`config.mk`:
```
export PLATFORM = sky130hd
export DESIGN_NAME = rvx_mul
export DESIGN_NICKNAME = d
export VERILOG_FILES = /design/src/design/assert_macros.svh /design/src/design/rvx_pkg.sv /design/src/design/rvx_mul.sv
export SDC_FILE = /design/constraint.sdc
export NUM_CORES = 2
export LEC_CHECK = 0
export ABC_AREA = 1
export BUFFER_PORTS_ARGS = -buffer_cell sky130_fd_sc_hd__buf_2
export CAP_MARGIN = 20
export CORE_ASPECT_RATIO = 1.75
export CORE_MARGIN = 5
export CORE_UTILIZATION = 39
export CTS_CLUSTER_SIZE = 40
export DETAILED_ROUTE_END_ITERATION = 7
export GPL_TIMING_DRIVEN = 0
export SYNTH_ARGS = -nofsm -noshare
export SYNTH_HDL_FRONTEND = slang
export SYNTH_SLANG_ARGS = --single-unit
```
`constraint.sdc`:
```
create_clock -name clk -period 7.7 [get_ports clk]
set_input_delay 1.54 -clock clk [delete_from_list [all_inputs] [get_ports clk]]
set_output_delay 1.54 -clock clk [all_outputs]
set_load 0.01 [all_outputs]
```
`src/design/assert_macros.svh`:
```
// Assertion macros shared by the execute unit RTL.
// Depends on nothing; each macro expects clk and rst_n in scope.
`ifndef ASSERT_MACROS_SVH
`define ASSERT_MACROS_SVH

// same-cycle implication
`define RVX_ASSERT_NOW(lbl, ante, cons, msg) \
  lbl: assert property (@(posedge clk) disable iff (!rst_n) (ante) |-> (cons)) \
    else $error(msg);

// next-cycle implication
`define RVX_ASSERT_NEXT(lbl, ante, cons, msg) \
  lbl: assert property (@(posedge clk) disable iff (!rst_n) (ante) |=> (cons)) \
    else $error(msg);

`endif

```
`src/design/rvx_pkg.sv`:
```
// Types, operation codes and pipeline depths for the RV32IM execute unit.
// Depends on nothing.
package rvx_pkg;

  localparam int XLEN      = 32;
  localparam int MUL_LAT   = 2;
  localparam int DIV_STEPS = 32;
  localparam int DIV_LAT   = DIV_STEPS + 2;

  localparam logic [4:0] OP_ADD    = 5'd0;
  localparam logic [4:0] OP_SUB    = 5'd1;
  localparam logic [4:0] OP_SLL    = 5'd2;
  localparam logic [4:0] OP_SLT    = 5'd3;
  localparam logic [4:0] OP_SLTU   = 5'd4;
  localparam logic [4:0] OP_XOR    = 5'd5;
  localparam logic [4:0] OP_SRL    = 5'd6;
  localparam logic [4:0] OP_SRA    = 5'd7;
  localparam logic [4:0] OP_OR     = 5'd8;
  localparam logic [4:0] OP_AND    = 5'd9;
  localparam logic [4:0] OP_MUL    = 5'd10;
  localparam logic [4:0] OP_MULH   = 5'd11;
  localparam logic [4:0] OP_MULHSU = 5'd12;
  localparam logic [4:0] OP_MULHU  = 5'd13;
  localparam logic [4:0] OP_DIV    = 5'd14;
  localparam logic [4:0] OP_DIVU   = 5'd15;
  localparam logic [4:0] OP_REM    = 5'd16;
  localparam logic [4:0] OP_REMU   = 5'd17;
  localparam logic [4:0] OP_BEQ    = 5'd18;
  localparam logic [4:0] OP_BNE    = 5'd19;
  localparam logic [4:0] OP_BLT    = 5'd20;
  localparam logic [4:0] OP_BGE    = 5'd21;
  localparam logic [4:0] OP_BLTU   = 5'd22;
  localparam logic [4:0] OP_BGEU   = 5'd23;
  localparam logic [4:0] OP_JAL    = 5'd24;
  localparam logic [4:0] OP_JALR   = 5'd25;
  localparam logic [4:0] OP_LUI    = 5'd26;
  localparam logic [4:0] OP_AUIPC  = 5'd27;
  localparam logic [4:0] OP_CSRRW  = 5'd28;
  localparam logic [4:0] OP_CSRRS  = 5'd29;
  localparam logic [4:0] OP_CSRRC  = 5'd30;

  typedef struct packed {
    logic [4:0]      operation;
    logic            use_immediate;
    logic [XLEN-1:0] rs1_value;
    logic [XLEN-1:0] rs2_value;
    logic [XLEN-1:0] immediate;
    logic [XLEN-1:0] pc_value;
    logic [XLEN-1:0] csr_old;
  } exe_in_t;

  typedef struct packed {
    logic [XLEN-1:0] rd_result;
    logic [XLEN-1:0] csr_new;
    logic            redirect;
    logic [XLEN-1:0] target_pc;
  } exe_out_t;

  typedef struct packed {
    exe_out_t res;
    logic     is_mul;
    logic     is_div;
  } exe_rec_t;

endpackage

```
`src/design/rvx_mul.sv`:
```
// Two-stage 32x32 multiplier built from four 17x17 partial products.
// Depends on rvx_pkg.
module rvx_mul import rvx_pkg::*; (
  input  logic            clk,
  input  logic            adv,
  input  logic [4:0]      op,
  input  logic [XLEN-1:0] a,
  input  logic [XLEN-1:0] b,
  output logic [XLEN-1:0] result
);

  logic               a_sgn, b_sgn;
  logic signed [16:0] ah, al, bh, bl;
  logic signed [33:0] pll_r, plh_r, phl_r, phh_r;
  logic               hi_r;
  logic signed [63:0] sum;
  logic [XLEN-1:0]    res_r;

  always_comb begin
    a_sgn = (op == OP_MULH) || (op == OP_MULHSU);
    b_sgn = (op == OP_MULH);
    ah    = {a_sgn & a[31], a[31:16]};
    al    = {1'b0, a[15:0]};
    bh    = {b_sgn & b[31], b[31:16]};
    bl    = {1'b0, b[15:0]};
  end

  always_ff @(posedge clk) begin
    if (adv) begin
      pll_r <= al * bl;
      plh_r <= al * bh;
      phl_r <= ah * bl;
      phh_r <= ah * bh;
      hi_r  <= (op != OP_MUL);
    end
  end

  always_comb begin
    sum = 64'(pll_r) + (64'(plh_r) <<< 16) + (64'(phl_r) <<< 16) + (64'(phh_r) <<< 32);
  end

  always_ff @(posedge clk) begin
    if (adv) begin
      res_r <= hi_r ? sum[63:32] : sum[31:0];
    end
  end

  assign result = res_r;

endmodule

```
==> run_summary.xml <==
<?xml version="1.0" encoding="UTF-8"?>
<metrics>
  <group name="floorplanning">
    <metric name="num_rows" unit="">176</metric>
    <metric name="dieWidth" unit="microns">285.0</metric>
    <metric name="num_io_pins" unit="">103</metric>
    <metric name="die_area" unit="sq um">140000</metric>
    <metric name="core_region_area" unit="sq um">131500</metric>
    <metric name="floorplan.die.height" unit="microns">491.3</metric>
    <metric name="floorplan.initialDensity" unit="%">39.26</metric>
  </group>
  <group name="worst_hold_path">
    <metric name="hold_class" unit="">reg -&gt; reg</metric>
  </group>
  <group name="timing">
    <metric name="slew_at_the_pin_closest_to_its_max_slew_limit" unit="ns">1.222</metric>
    <metric name="period_minus_slack" unit="ns">7.649</metric>
    <metric name="layout_worst_path_cycle_share" unit="%">99.34</metric>
    <metric name="clock-skew-final" unit="ns">0.02061</metric>
    <metric name="final_max_slew_viol_count" unit="">0</metric>
    <metric name="timing.slew.headroom" unit="%">18.56</metric>
    <metric name="max_clock_freq" unit="GHz">0.1307</metric>
    <metric name="final_hold_viol_count" unit="">0</metric>
    <metric name="setup_viol" unit="">0</metric>
  </group>
  <group name="placed_design">
    <metric name="port-buffer-count" unit="">58</metric>
    <metric name="place_inst" unit="">8458</metric>
    <metric name="finalWeightedCongestion" unit="">1.026</metric>
    <metric name="post-dp-hpwl" unit="mm">179.2</metric>
  </group>
  <group name="clocking">
    <metric name="clk-insertion-delay-late" unit="ns">0.52</metric>
    <metric name="cts.sinks" unit="">165</metric>
    <metric name="cts.clk_slew.worst_paths" unit="ns">0.06</metric>
    <metric name="clock_tree.root_cell" unit="">sky130_fd_sc_hd__clkbuf_16</metric>
    <metric name="cts_tree" unit="">yes</metric>
    <metric name="cts_inserted_buffers" unit="">25</metric>
    <metric name="clock_tree.htree_level_count" unit="">4</metric>
    <metric name="clockBufferDepth" unit="">3</metric>
    <metric name="cts_hold_buf" unit="">0</metric>
  </group>
  <group name="worst_setup_path">
    <metric name="critPathArrivalTime" unit="ns">7.89</metric>
    <metric name="critical_path.slowest_cell" unit="">sky130_fd_sc_hd__clkbuf_1</metric>
    <metric name="worst_setup_path_end_kind" unit="">flop</metric>
    <metric name="critical_path_required" unit="ns">7.94</metric>
    <metric name="timing.critical_path.cells" unit="">clkbuf_1, clkbuf_1, nor2_1, fa_1, inv_1, fa_1, fa_1, fa_1, inv_1, fa_1, inv_1, fa_1, inv_1, ha_1, nand2_1, nor2_1, inv_1, nor3_1, nand3_1, o211ai_1, xor2_1</metric>
    <metric name="critical_path.startpoint_type" unit="">input port</metric>
    <metric name="path_max_fanout" unit="">10</metric>
    <metric name="crit_family" unit="">adder cells</metric>
    <metric name="critical_path_buf_inv_count" unit="">7</metric>
    <metric name="path_class" unit="">in -&gt; reg</metric>
    <metric name="crit_top_cell" unit="">sky130_fd_sc_hd__fa_1</metric>
    <metric name="worst_path_largest_cell_delay" unit="ns">0.69</metric>
  </group>
  <group name="logic_synthesis">
    <metric name="synth-seq-area-share" unit="%">9.599</metric>
    <metric name="synthesized_instance_count" unit="">6694</metric>
    <metric name="post_synth_instance_area" unit="sq um">51620</metric>
    <metric name="syn_area_per_cell" unit="sq um">7.711</metric>
    <metric name="yosysUniqueCellTypes" unit="">40</metric>
    <metric name="syn_nets" unit="">8225</metric>
    <metric name="synthesis.yosys.warnings" unit="">0</metric>
    <metric name="yosys_register_bits" unit="">165</metric>
  </group>
  <group name="grt">
    <metric name="grt_pass1_vias" unit="">46210</metric>
    <metric name="antenna_found_initial" unit="">7</metric>
    <metric name="grt_first_pass_wirelength" unit="mm">300.9</metric>
    <metric name="track_usage" unit="%">29.64</metric>
    <metric name="grt_start_max_net_pins" unit="">101</metric>
    <metric name="grt-ovfl-total" unit="">0</metric>
  </group>
  <group name="finish">
    <metric name="final.fill_count" unit="">13591</metric>
    <metric name="seq_area" unit="sq um">4955</metric>
    <metric name="drive_above_1_share" unit="%">4.768</metric>
    <metric name="area_growth" unit="%">7.560</metric>
    <metric name="multi_input_logic_area" unit="sq um">38550</metric>
    <metric name="finalNetCount" unit="">8343</metric>
    <metric name="finalNonFillerCells" unit="">8512</metric>
  </group>
  <group name="routing">
    <metric name="route.detailed.drc" unit="">0</metric>
    <metric name="detailedRoute.firstIterationViolations" unit="">3309</metric>
    <metric name="detail_route.vias_per_cell" unit="">5.076</metric>
    <metric name="drt_first_pass_iters" unit="">8</metric>
    <metric name="vias" unit="">43211</metric>
    <metric name="total_wirelength" unit="mm">206.8</metric>
    <metric name="drt-wirelength-per-cell" unit="microns">24.29</metric>
    <metric name="post_route_ant_nets" unit="">0</metric>
  </group>
  <group name="status">
    <metric name="result_of_the_run" unit="">complete, no violations</metric>
  </group>
  <group name="job">
    <metric name="max_cap_violations" unit="">0</metric>
  </group>
</metrics>
==> state kept, by name (all words and copies together), names as in the netlist <==
| signal | count |
|---|---|
| phh_r | 32 |
| plh_r | 34 |
| pll_r | 32 |
| phl_r | 34 |
| result | 32 |
| hi_r | 1 |
==> stage by stage <==
step	hold slack, ns	TNS [ns]	setup slack (ns)	utilization (%)	area, sq um
floorplan	0.4945	0	0.7018	-	51620
global placement	0.5169	-68.46	-2.020	41.09	54030
detailed placement	0.5285	-63.40	-2.124	41.30	54290
CTS	0.5441	-0.02141	-0.02141	41.98	55190
global route	0.5624	-0.1813	-0.08353	42.22	55510
finish	0.5332	0	0.05095	42.23	55520
==> kinds of logic (layout without fill, tap and decap cells) <==
group	after synthesis	count (layout)	synth area share [%]
xor+xnor	108	108	1.832
fa+ha+maj	1460	1460	50.11
other cells	0	5	0
simple gates	2396	2396	18.61
flops	165	165	9.599
compound gates	345	345	3.701
buf+inv	2220	2342	16.15
==> worst reg2reg max path: stages, from the launching register on <==
cell and delay (ns):
sky130_fd_sc_hd__edfxtp_1 0.97, sky130_fd_sc_hd__fa_1 0.54, sky130_fd_sc_hd__ha_1 0.59, sky130_fd_sc_hd__nand2_1 0.19, sky130_fd_sc_hd__nor2_1 0.33, sky130_fd_sc_hd__nand2_1 0.12, sky130_fd_sc_hd__nor2_1 0.39, sky130_fd_sc_hd__nand3_1 0.17
sky130_fd_sc_hd__nand3_1 0.11, sky130_fd_sc_hd__nand2_1 0.05, sky130_fd_sc_hd__nand3_1 0.09, sky130_fd_sc_hd__nand2_1 0.08
==> final cells by class <==
class | instances | area share [%]
clock inverters | 5 | 0.09915
multi-input cells | 4309 | 69.43
repair buffers | 92 | 1.285
well taps | 1691 | 3.811
diodes | 5 | 0.02254
inverters | 1972 | 13.34
plain buffers | 247 | 1.954
clock buffers | 26 | 1.134
flip-flops and latches | 165 | 8.924
==> worst paths after layout <==
path	start	end	slack (ns)	cells after the start
worst max-delay path	a[4]	plh_r[26]	0.05	21
worst min register to register	pll_r[9]	result[9]	0.53	2
worst max register to register	plh_r[33]	result[20]	3.82	11
worst min-delay path	pll_r[9]	result[9]	0.53	2
==> cell usage after synthesis (all sizes together) <==
master / number / area [sq um]
a211o: 1 / 8.760
a21boi: 9 / 67.56
a21o: 16 / 120.1
a21oi: 181 / 909.6
a31oi: 10 / 62.56
and2: 1 / 6.260
buf: 7 / 31.28
clkbuf: 241 / 904.6
edfxtp: 165 / 4955
fa: 1012 / 20260
ha: 448 / 5605
inv: 1972 / 7402
nand2: 1857 / 7010
nand3: 170 / 875.8
nand3b: 10 / 75.07
nand4: 42 / 262.8
nor2: 260 / 1044
nor3: 28 / 150.1
nor4: 4 / 31.28
o211ai: 12 / 90.09
o21a: 2 / 15.01
o21ai: 89 / 449.2
o21bai: 24 / 180.2
o31ai: 1 / 7.510
or2: 24 / 150.1
xnor2: 35 / 306.5
xor2: 73 / 639.4
==> what timing repair did <==
action | in CTS | in global routing
resized for setup | 74 | 165
setup endpoints to repair | 70 | 36
pin swaps | 2 | 8
buffers inserted | 7 | 10
==> cells in the final DEF (no fill, tap or decap), drive strengths merged <==
| cell type | synthesis | final |
|---|---|---|
| a211o | 1 | 1 |
| a21boi | 9 | 9 |
| a21o | 16 | 16 |
| a21oi | 181 | 181 |
| a31oi | 10 | 10 |
| and2 | 1 | 1 |
| buf | 7 | 105 |
| bufinv | 0 | 1 |
| clkbuf | 241 | 258 |
| clkdlybuf4s15 | 0 | 2 |
| clkinv | 0 | 4 |
| clkinvlp | 0 | 1 |
| diode | 0 | 5 |
| edfxtp | 165 | 165 |
| fa | 1012 | 1012 |
| ha | 448 | 448 |
| inv | 1972 | 1971 |
| nand2 | 1857 | 1857 |
| nand3 | 170 | 170 |
| nand3b | 10 | 10 |
| nand4 | 42 | 42 |
| nor2 | 260 | 260 |
| nor3 | 28 | 28 |
| nor4 | 4 | 4 |
| o211ai | 12 | 12 |
| o21a | 2 | 2 |
| o21ai | 89 | 89 |
| o21bai | 24 | 24 |
| o31ai | 1 | 1 |
| or2 | 24 | 24 |
| xnor2 | 35 | 35 |
| xor2 | 73 | 73 |
==> layer usage <==
| layer | track usage [%] | vias up | share of wire, % | wire (microns) |
|---|---|---|---|---|
| li1 | - | 19506 | - | - |
| met5 | 0 | - | 0.023 | 47 |
| met1 | 32.18 | 21460 | 34 | 70440 |
| met3 | 3.924 | 568 | 6.3 | 12950 |
| met4 | 22.11 | 6 | 10 | 21070 |
| met2 | 52.48 | 1671 | 49 | 102300 |
Power is not shown: default switching activity piles up to over one toggle a cycle in this logic, so the estimate is an artifact.
